==> src/rtl/eba_pkg.sv <==
// Package for the eight-bit ALU with flags: field widths, command codes and the flag word.
// No dependencies; used by eight_bit_alu_with_flags.
package eba_pkg;

    localparam int unsigned CMD_W    = 5;
    localparam int unsigned WORD_W   = 16;
    localparam int unsigned BYTE_W   = 8;
    localparam int unsigned INDEX_W  = 3;
    localparam int unsigned IN_W     = CMD_W + 2 * WORD_W + INDEX_W;
    localparam int unsigned OUT_W    = 24;

    typedef enum logic [CMD_W-1:0] {
        CMD_ADD       = 5'd0,
        CMD_ADC       = 5'd1,
        CMD_SUB       = 5'd2,
        CMD_SBC       = 5'd3,
        CMD_AND       = 5'd4,
        CMD_XOR       = 5'd5,
        CMD_OR        = 5'd6,
        CMD_INC       = 5'd7,
        CMD_DEC       = 5'd8,
        CMD_ADD16     = 5'd9,
        CMD_RLC       = 5'd10,
        CMD_RRC       = 5'd11,
        CMD_RL        = 5'd12,
        CMD_RR        = 5'd13,
        CMD_SLA       = 5'd14,
        CMD_SRA       = 5'd15,
        CMD_SWAP      = 5'd16,
        CMD_SRL       = 5'd17,
        CMD_BIT       = 5'd18,
        CMD_RES       = 5'd19,
        CMD_SET       = 5'd20,
        CMD_LOADFLAGS = 5'd21
    } cmd_t;

    typedef struct packed {
        logic z;
        logic n;
        logic h;
        logic c;
    } flags_t;

endpackage

==> src/rtl/eight_bit_alu_with_flags.sv <==
// Eight-bit CPU ALU with Z, N, H and C flags, an input register and a result register.
// Depends on eba_pkg for field widths, command codes and the flag word type.
//
// A request enters on the s_ group when s_tvalid and s_tready are both high. It carries a
// command, two 16-bit operands and a bit index. Each request gives exactly one result on the
// m_ group: the 16-bit result and all four flags as they stand after the command.
// A request is captured in the input register, computed in one pass of combinational logic
// and written to the result register, from which it is offered on the m_ group.
// One request is taken in every cycle while s_tready stays high; the only state carried from
// one request to the next is the flag register, which is updated when the result register is loaded.
// Reset clears the valid bits of both stages and all flags. When the receiver holds m_tready low, the result
// register keeps its value, the input register fills, and then s_tready falls until the
// result is taken.
module eight_bit_alu_with_flags (
    input  logic                   clk,
    input  logic                   rst_n,
    input  logic                   s_tvalid,
    output logic                   s_tready,
    // Fields from bit 0: command[4:0], operand_a[15:0], operand_b[15:0], bit_index[2:0].
    input  logic [eba_pkg::IN_W-1:0]  s_tdata,
    output logic                   m_tvalid,
    input  logic                   m_tready,
    // Fields from bit 0: result[15:0], zero_flag, subtract_flag, half_carry_flag,
    // carry_flag, then zero fill.
    output logic [eba_pkg::OUT_W-1:0] m_tdata
);
    import eba_pkg::*;

    logic               in_valid_reg;
    logic [CMD_W-1:0]   cmd_reg;
    logic [WORD_W-1:0]  a_reg;
    logic [WORD_W-1:0]  b_reg;
    logic [INDEX_W-1:0] idx_reg;

    logic               out_valid_reg;
    logic [WORD_W-1:0]  result_reg;
    flags_t             flags_reg;

    logic               out_free;
    logic               advance;
    logic [WORD_W-1:0]  result_next;
    flags_t             flags_next;

    assign out_free = !out_valid_reg || m_tready;
    assign advance  = in_valid_reg && out_free;
    assign s_tready = !in_valid_reg || out_free;

    always_comb
    begin
        logic [BYTE_W-1:0] a;
        logic [BYTE_W-1:0] b;
        logic [BYTE_W-1:0] mask;
        logic [BYTE_W-1:0] r;
        logic [BYTE_W:0]   sum9;
        logic [4:0]        nib5;
        logic [WORD_W:0]   sum17;
        logic [12:0]       sum13;
        logic              t;
        a           = a_reg[BYTE_W-1:0];
        b           = b_reg[BYTE_W-1:0];
        mask        = BYTE_W'(1) << idx_reg;
        t           = (cmd_reg == CMD_ADC || cmd_reg == CMD_SBC) ? flags_reg.c : 1'b0;
        sum9        = '0;
        nib5        = '0;
        sum17       = '0;
        sum13       = '0;
        r           = '0;
        result_next = '0;
        flags_next  = flags_reg;
        case (cmd_reg)
            CMD_ADD, CMD_ADC:
            begin
                sum9 = {1'b0, a} + {1'b0, b} + {8'd0, t};
                nib5 = {1'b0, a[3:0]} + {1'b0, b[3:0]} + {4'd0, t};
                r = sum9[BYTE_W-1:0];
                flags_next = '{z: (r == '0), n: 1'b0, h: nib5[4], c: sum9[BYTE_W]};
            end
            CMD_SUB, CMD_SBC:
            begin
                sum9 = {1'b0, a} - {1'b0, b} - {8'd0, t};
                nib5 = {1'b0, a[3:0]} - {1'b0, b[3:0]} - {4'd0, t};
                r = sum9[BYTE_W-1:0];
                flags_next = '{z: (r == '0), n: 1'b1, h: nib5[4], c: sum9[BYTE_W]};
            end
            CMD_AND:
            begin
                r = a & b;
                flags_next = '{z: (r == '0), n: 1'b0, h: 1'b1, c: 1'b0};
            end
            CMD_XOR:
            begin
                r = a ^ b;
                flags_next = '{z: (r == '0), n: 1'b0, h: 1'b0, c: 1'b0};
            end
            CMD_OR:
            begin
                r = a | b;
                flags_next = '{z: (r == '0), n: 1'b0, h: 1'b0, c: 1'b0};
            end
            CMD_INC:
            begin
                r = a + 8'd1;
                flags_next = '{z: (r == '0), n: 1'b0, h: (a[3:0] == 4'hf), c: flags_reg.c};
            end
            CMD_DEC:
            begin
                r = a - 8'd1;
                flags_next = '{z: (r == '0), n: 1'b1, h: (a[3:0] == 4'h0), c: flags_reg.c};
            end
            CMD_RLC:
            begin
                r = {b[6:0], b[7]};
                flags_next = '{z: (r == '0), n: 1'b0, h: 1'b0, c: b[7]};
            end
            CMD_RRC:
            begin
                r = {b[0], b[7:1]};
                flags_next = '{z: (r == '0), n: 1'b0, h: 1'b0, c: b[0]};
            end
            CMD_RL:
            begin
                r = {b[6:0], flags_reg.c};
                flags_next = '{z: (r == '0), n: 1'b0, h: 1'b0, c: b[7]};
            end
            CMD_RR:
            begin
                r = {flags_reg.c, b[7:1]};
                flags_next = '{z: (r == '0), n: 1'b0, h: 1'b0, c: b[0]};
            end
            CMD_SLA:
            begin
                r = {b[6:0], 1'b0};
                flags_next = '{z: (r == '0), n: 1'b0, h: 1'b0, c: b[7]};
            end
            CMD_SRA:
            begin
                r = {b[7], b[7:1]};
                flags_next = '{z: (r == '0), n: 1'b0, h: 1'b0, c: b[0]};
            end
            CMD_SWAP:
            begin
                r = {b[3:0], b[7:4]};
                flags_next = '{z: (r == '0), n: 1'b0, h: 1'b0, c: 1'b0};
            end
            CMD_SRL:
            begin
                r = {1'b0, b[7:1]};
                flags_next = '{z: (r == '0), n: 1'b0, h: 1'b0, c: b[0]};
            end
            CMD_BIT:
            begin
                r = b;
                flags_next = '{z: ((b & mask) == '0), n: 1'b0, h: 1'b1, c: flags_reg.c};
            end
            CMD_RES:
            begin
                r = b & ~mask;
            end
            CMD_SET:
            begin
                r = b | mask;
            end
            CMD_LOADFLAGS:
            begin
                flags_next = flags_t'(b_reg[3:0]);
            end
            default:
            begin
                r = '0;
            end
        endcase
        if (cmd_reg == CMD_ADD16)
        begin
            sum17 = {1'b0, a_reg} + {1'b0, b_reg};
            sum13 = {1'b0, a_reg[11:0]} + {1'b0, b_reg[11:0]};
            result_next = sum17[WORD_W-1:0];
            flags_next = '{z: flags_reg.z, n: 1'b0, h: sum13[12], c: sum17[WORD_W]};
        end
        else
        begin
            result_next = {{(WORD_W-BYTE_W){1'b0}}, r};
        end
    end

    always_ff @(posedge clk or negedge rst_n)
    begin
        if (!rst_n)
        begin
            in_valid_reg  <= 1'b0;
            out_valid_reg <= 1'b0;
            flags_reg     <= '0;
        end
        else
        begin
            if (s_tready)
            begin
                in_valid_reg <= s_tvalid;
            end
            if (out_free)
            begin
                out_valid_reg <= in_valid_reg;
            end
            if (advance)
            begin
                flags_reg <= flags_next;
            end
        end
    end

    always_ff @(posedge clk)
    begin
        if (s_tready && s_tvalid)
        begin
            cmd_reg <= s_tdata[CMD_W-1:0];
            a_reg   <= s_tdata[CMD_W +: WORD_W];
            b_reg   <= s_tdata[CMD_W + WORD_W +: WORD_W];
            idx_reg <= s_tdata[CMD_W + 2 * WORD_W +: INDEX_W];
        end
        if (advance)
        begin
            result_reg <= result_next;
        end
    end

    assign m_tvalid = out_valid_reg;
    assign m_tdata  = {{(OUT_W - WORD_W - 4){1'b0}},
                       flags_reg.c, flags_reg.h, flags_reg.n, flags_reg.z, result_reg};

endmodule

==> config.mk <==
export PLATFORM = sky130hd
export DESIGN_NAME = eight_bit_alu_with_flags
export DESIGN_NICKNAME = d
export VERILOG_FILES = /design/src/rtl/eba_pkg.sv /design/src/rtl/eight_bit_alu_with_flags.sv
export SDC_FILE = /design/constraint.sdc
export NUM_CORES = 1
export LEC_CHECK = 0
export ABC_AREA = 1
export ABC_CLOCK_PERIOD_IN_PS = 3200
export BUFFER_PORTS_ARGS = -buffer_cell sky130_fd_sc_hd__buf_2
export CORE_AREA = 2 2 124 126
export DETAILED_ROUTE_END_ITERATION = 8
export DIE_AREA = 0 0 126 128
export SKIP_CTS_REPAIR_TIMING = 1
export SLEW_MARGIN = 30
export SYNTH_ARGS = -nofsm -noshare
export SYNTH_HDL_FRONTEND = slang
export SYNTH_SLANG_ARGS = --single-unit
==> constraint.sdc <==
create_clock -name clk -period 3.2 [get_ports clk]
set_clock_uncertainty 0.2 [all_clocks]
set_input_delay 0 -clock clk [delete_from_list [all_inputs] [get_ports clk]]
set_output_delay 0 -clock clk [all_outputs]
set_load 0.02 [all_outputs]
==> metrics.csv <==
metric;value;unit
worst reg-to-reg setup slack;-0.03;ns
r2r startpoint;cmd_reg[3];
initial antenna violation count;0;
CP Max Fanout;3;
crit path buf inv count;3;
total grt overflow;0;
initial DRC count;592;
RD Place Congestion;1.06;
area of the mapped netlist;5800;um^2
Crit Path Class;flop to flop;
Worst Setup EP;result_reg[6];
DR vias;6243;
Final Hold Viols;0;
Top Layer Used;met4;
DRT Pass-1 Iters;6;
failing checks;negative setup slack;
LEAKAGE;3.56;nW
worst relative slew slack;61.5;%
syn_area_per_cell;6.93;um^2
CTS tree;done;
DP HPWL;15500;um
most frequent cell after synthesis;nand2_1;
Die H;128;um
worst-path cell chain;nor2_4 > nand2_2 > nor3_4 > fa_1 > ha_2 > nor2_2 > inv_1 > fa_2 > buf_4 > nand3_2 > nand3_2 > nand2_2 > nand2_1 > nand2_1 > nand2_1 > inv_1 > nand4_1;
largest net degree at the start of global routing;41;
vias per cell;5.31;
Max-cap violations;0;
Yosys cell types;46;
critical path launch point type;flop;
Async SR Flop Fraction;9.68;%
gr usage total;24.1;%
CP delay by family, top;adder cells;
Slew Limit Fails;0;
unrepaired setup endpoints after global routing;true;
top cells by instance count after synthesis;nand2_1, inv_1, nor2_1;
most used flip-flop cell after synthesis;edfxtp_1;
Worst-path clk slew;0.06;ns
PwrDens;417;nW/um^2
DR WL met2;9000;um
r2r endpoint;result_reg[6];
worst slew pin tran;0.573;ns
Worst Hold Class;input pin to flop;
hold slack;0.150;ns
H-tree levels;3;
sequential area share after synthesis;31.6;%
n_diodes;0;
Mapped Cells;837;
clock tree sinks;62;
reg2reg path depth;17;
Fmax;0.310;GHz
FF+latch count, synth;62;
root buffer cell;clkbuf_16;
first-pass GRT wire length;29600;um
Hold Crit Depth;2;
Avg WL per Cell;17.1;um
Worst Setup Slack, final;-0.0274;ns
max incr delay on CP;0.48;ns
Tcrit/Tclk final;101;%
Most common cell on crit path;nand2_1;
DP Worst Slack;-0.0650;ns
nets@finish;1075;
Syn. warnings;0;
total power;3.08;mW
slowest stage cell, crit path;fa_1;
final core occ;49.6;%
Core Region;14900;um^2
initial cell density of the core;39.0;%
IO Pins;70;
outcome;finished with violations;
CTS buffer count;9;
number of core rows;45;
M1 WL;8600;um
design area;7380;um^2
crit end category;flop;
overall routed net length;20100;um
WP data arrival;3.10;ns
area leader, netlist;edfxtp_1;
port bufs;65;
Remaining DRCs;0;
Max Buffers Root-to-Sink;2;
share of layout cells above drive strength 1;17.2;%
routed wl met3;1780;um
number of global-route vias before repair;5515;
top post-synthesis cells by area;edfxtp_1, nand2_1, ha_1, inv_1, nor2_1;
Final Setup Violations;4;
antenna-violating nets left;0;
crit path from;cmd_reg[3];
Worst EP required;3.07;ns
chip width;126;um
# fillers;1528;
Die Area;16100;um^2
Skew-Pair Late Insertion Delay;0.35;ns
placed inst area;6580;um^2
Tmin final;3.23;ns
Peak VDD IR;256;uV
Post-synth EDFFs;56;
Layout area overhead;27.1;%
share of Yosys cell area claimed by the top area cell type;29.0;%
stages on the worst setup path;17;
worst reg2reg max path: cells and delay by family (launching register included):
kind,cells,cell delay [ns]
fa+ha+maj,3,1.11
simple gates,11,0.97
flops,1,0.42
buf+inv,3,0.25
how the worst min path moves through the flow:
stage / end / start / slack [ns]
floorplan: in_valid_reg / rst_n / -0.50
global placement: in_valid_reg / rst_n / -0.35
detailed placement: m_tdata[18] / rst_n / -0.36
CTS: m_tdata[16] / rst_n / -0.73
global route: b_reg[11] / s_tdata[32] / 0.16
finish: b_reg[4] / s_tdata[25] / 0.15
per-layer routing:
layer,vias up,track usage (%)
met5,-,0
met4,0,11.1
met3,50,4.72
met2,293,37.0
met1,2831,32.9
li1,3069,-
cell usage in the layout, fill, tap and decap left out, types with 2 or more instances in the layout:
master         instances
nor3_2                 2
nand4_1               27
buf_4                 38
a21oi_1               47
nor3_1                 9
clkbuf_16              9
conb_1                 4
nand3_1               61
inv_1                105
o21ai_0               39
xor2_1                 3
o211ai_1               5
nand2_1              237
edfxtp_1              56
o22ai_1                9
nor2_4                 4
buf_2                 65
dfrtp_1                6
nor3b_1                2
inv_2                 10
o21bai_1               3
nor2_1                88
ha_2                   2
dlygate4sd3_1         46
o21ai_1                3
nor2_2                 8
clkbuf_1               3
o2111ai_1              2
nand2_2                7
nand2_4                2
xnor2_1                2
a31oi_1                2
fa_1                   4
ha_1                  41
nor3_4                 2
o221ai_1               3
nand3_2                9
nand3b_1               4
stage by stage:
stage	TNS [ns]	cells
3_5_place_dp	-0.203	1112
5_1_grt	-1.03	1176
4_1_cts	-0.290	1128
2_1_floorplan	-0.447	840
6_report	-0.0673	1176
3_3_place_gp	0	1112
power by group:
group / internal [mW] / switching (mW) / total, mW
Sequential: 0.989 / 0.0529 / 1.04
Combinational: 0.391 / 0.717 / 1.11
Clock: 0.546 / 0.384 / 0.930
cell families after synthesis:
family	after synthesis	synth area share, %
buf+inv	134	9.40
fa+ha+maj	48	11.0
other cells	1	0.0646
simple gates	465	35.5
flops	62	31.6
compound gates	121	11.6
xor+xnor	6	0.906
cell type report:
type	count	area [um^2]	area share, %
Timing Repair Buffer	149	1070	14.5
Sequential cell	62	1830	24.8
Multi-Input combinational cell	644	3520	47.8
Tap cell	188	235	3.19
Inverter	117	442	5.99
Clock inverter	3	21.3	0.288
Clock buffer	13	250	3.39
(Power assumes the default switching activity.)
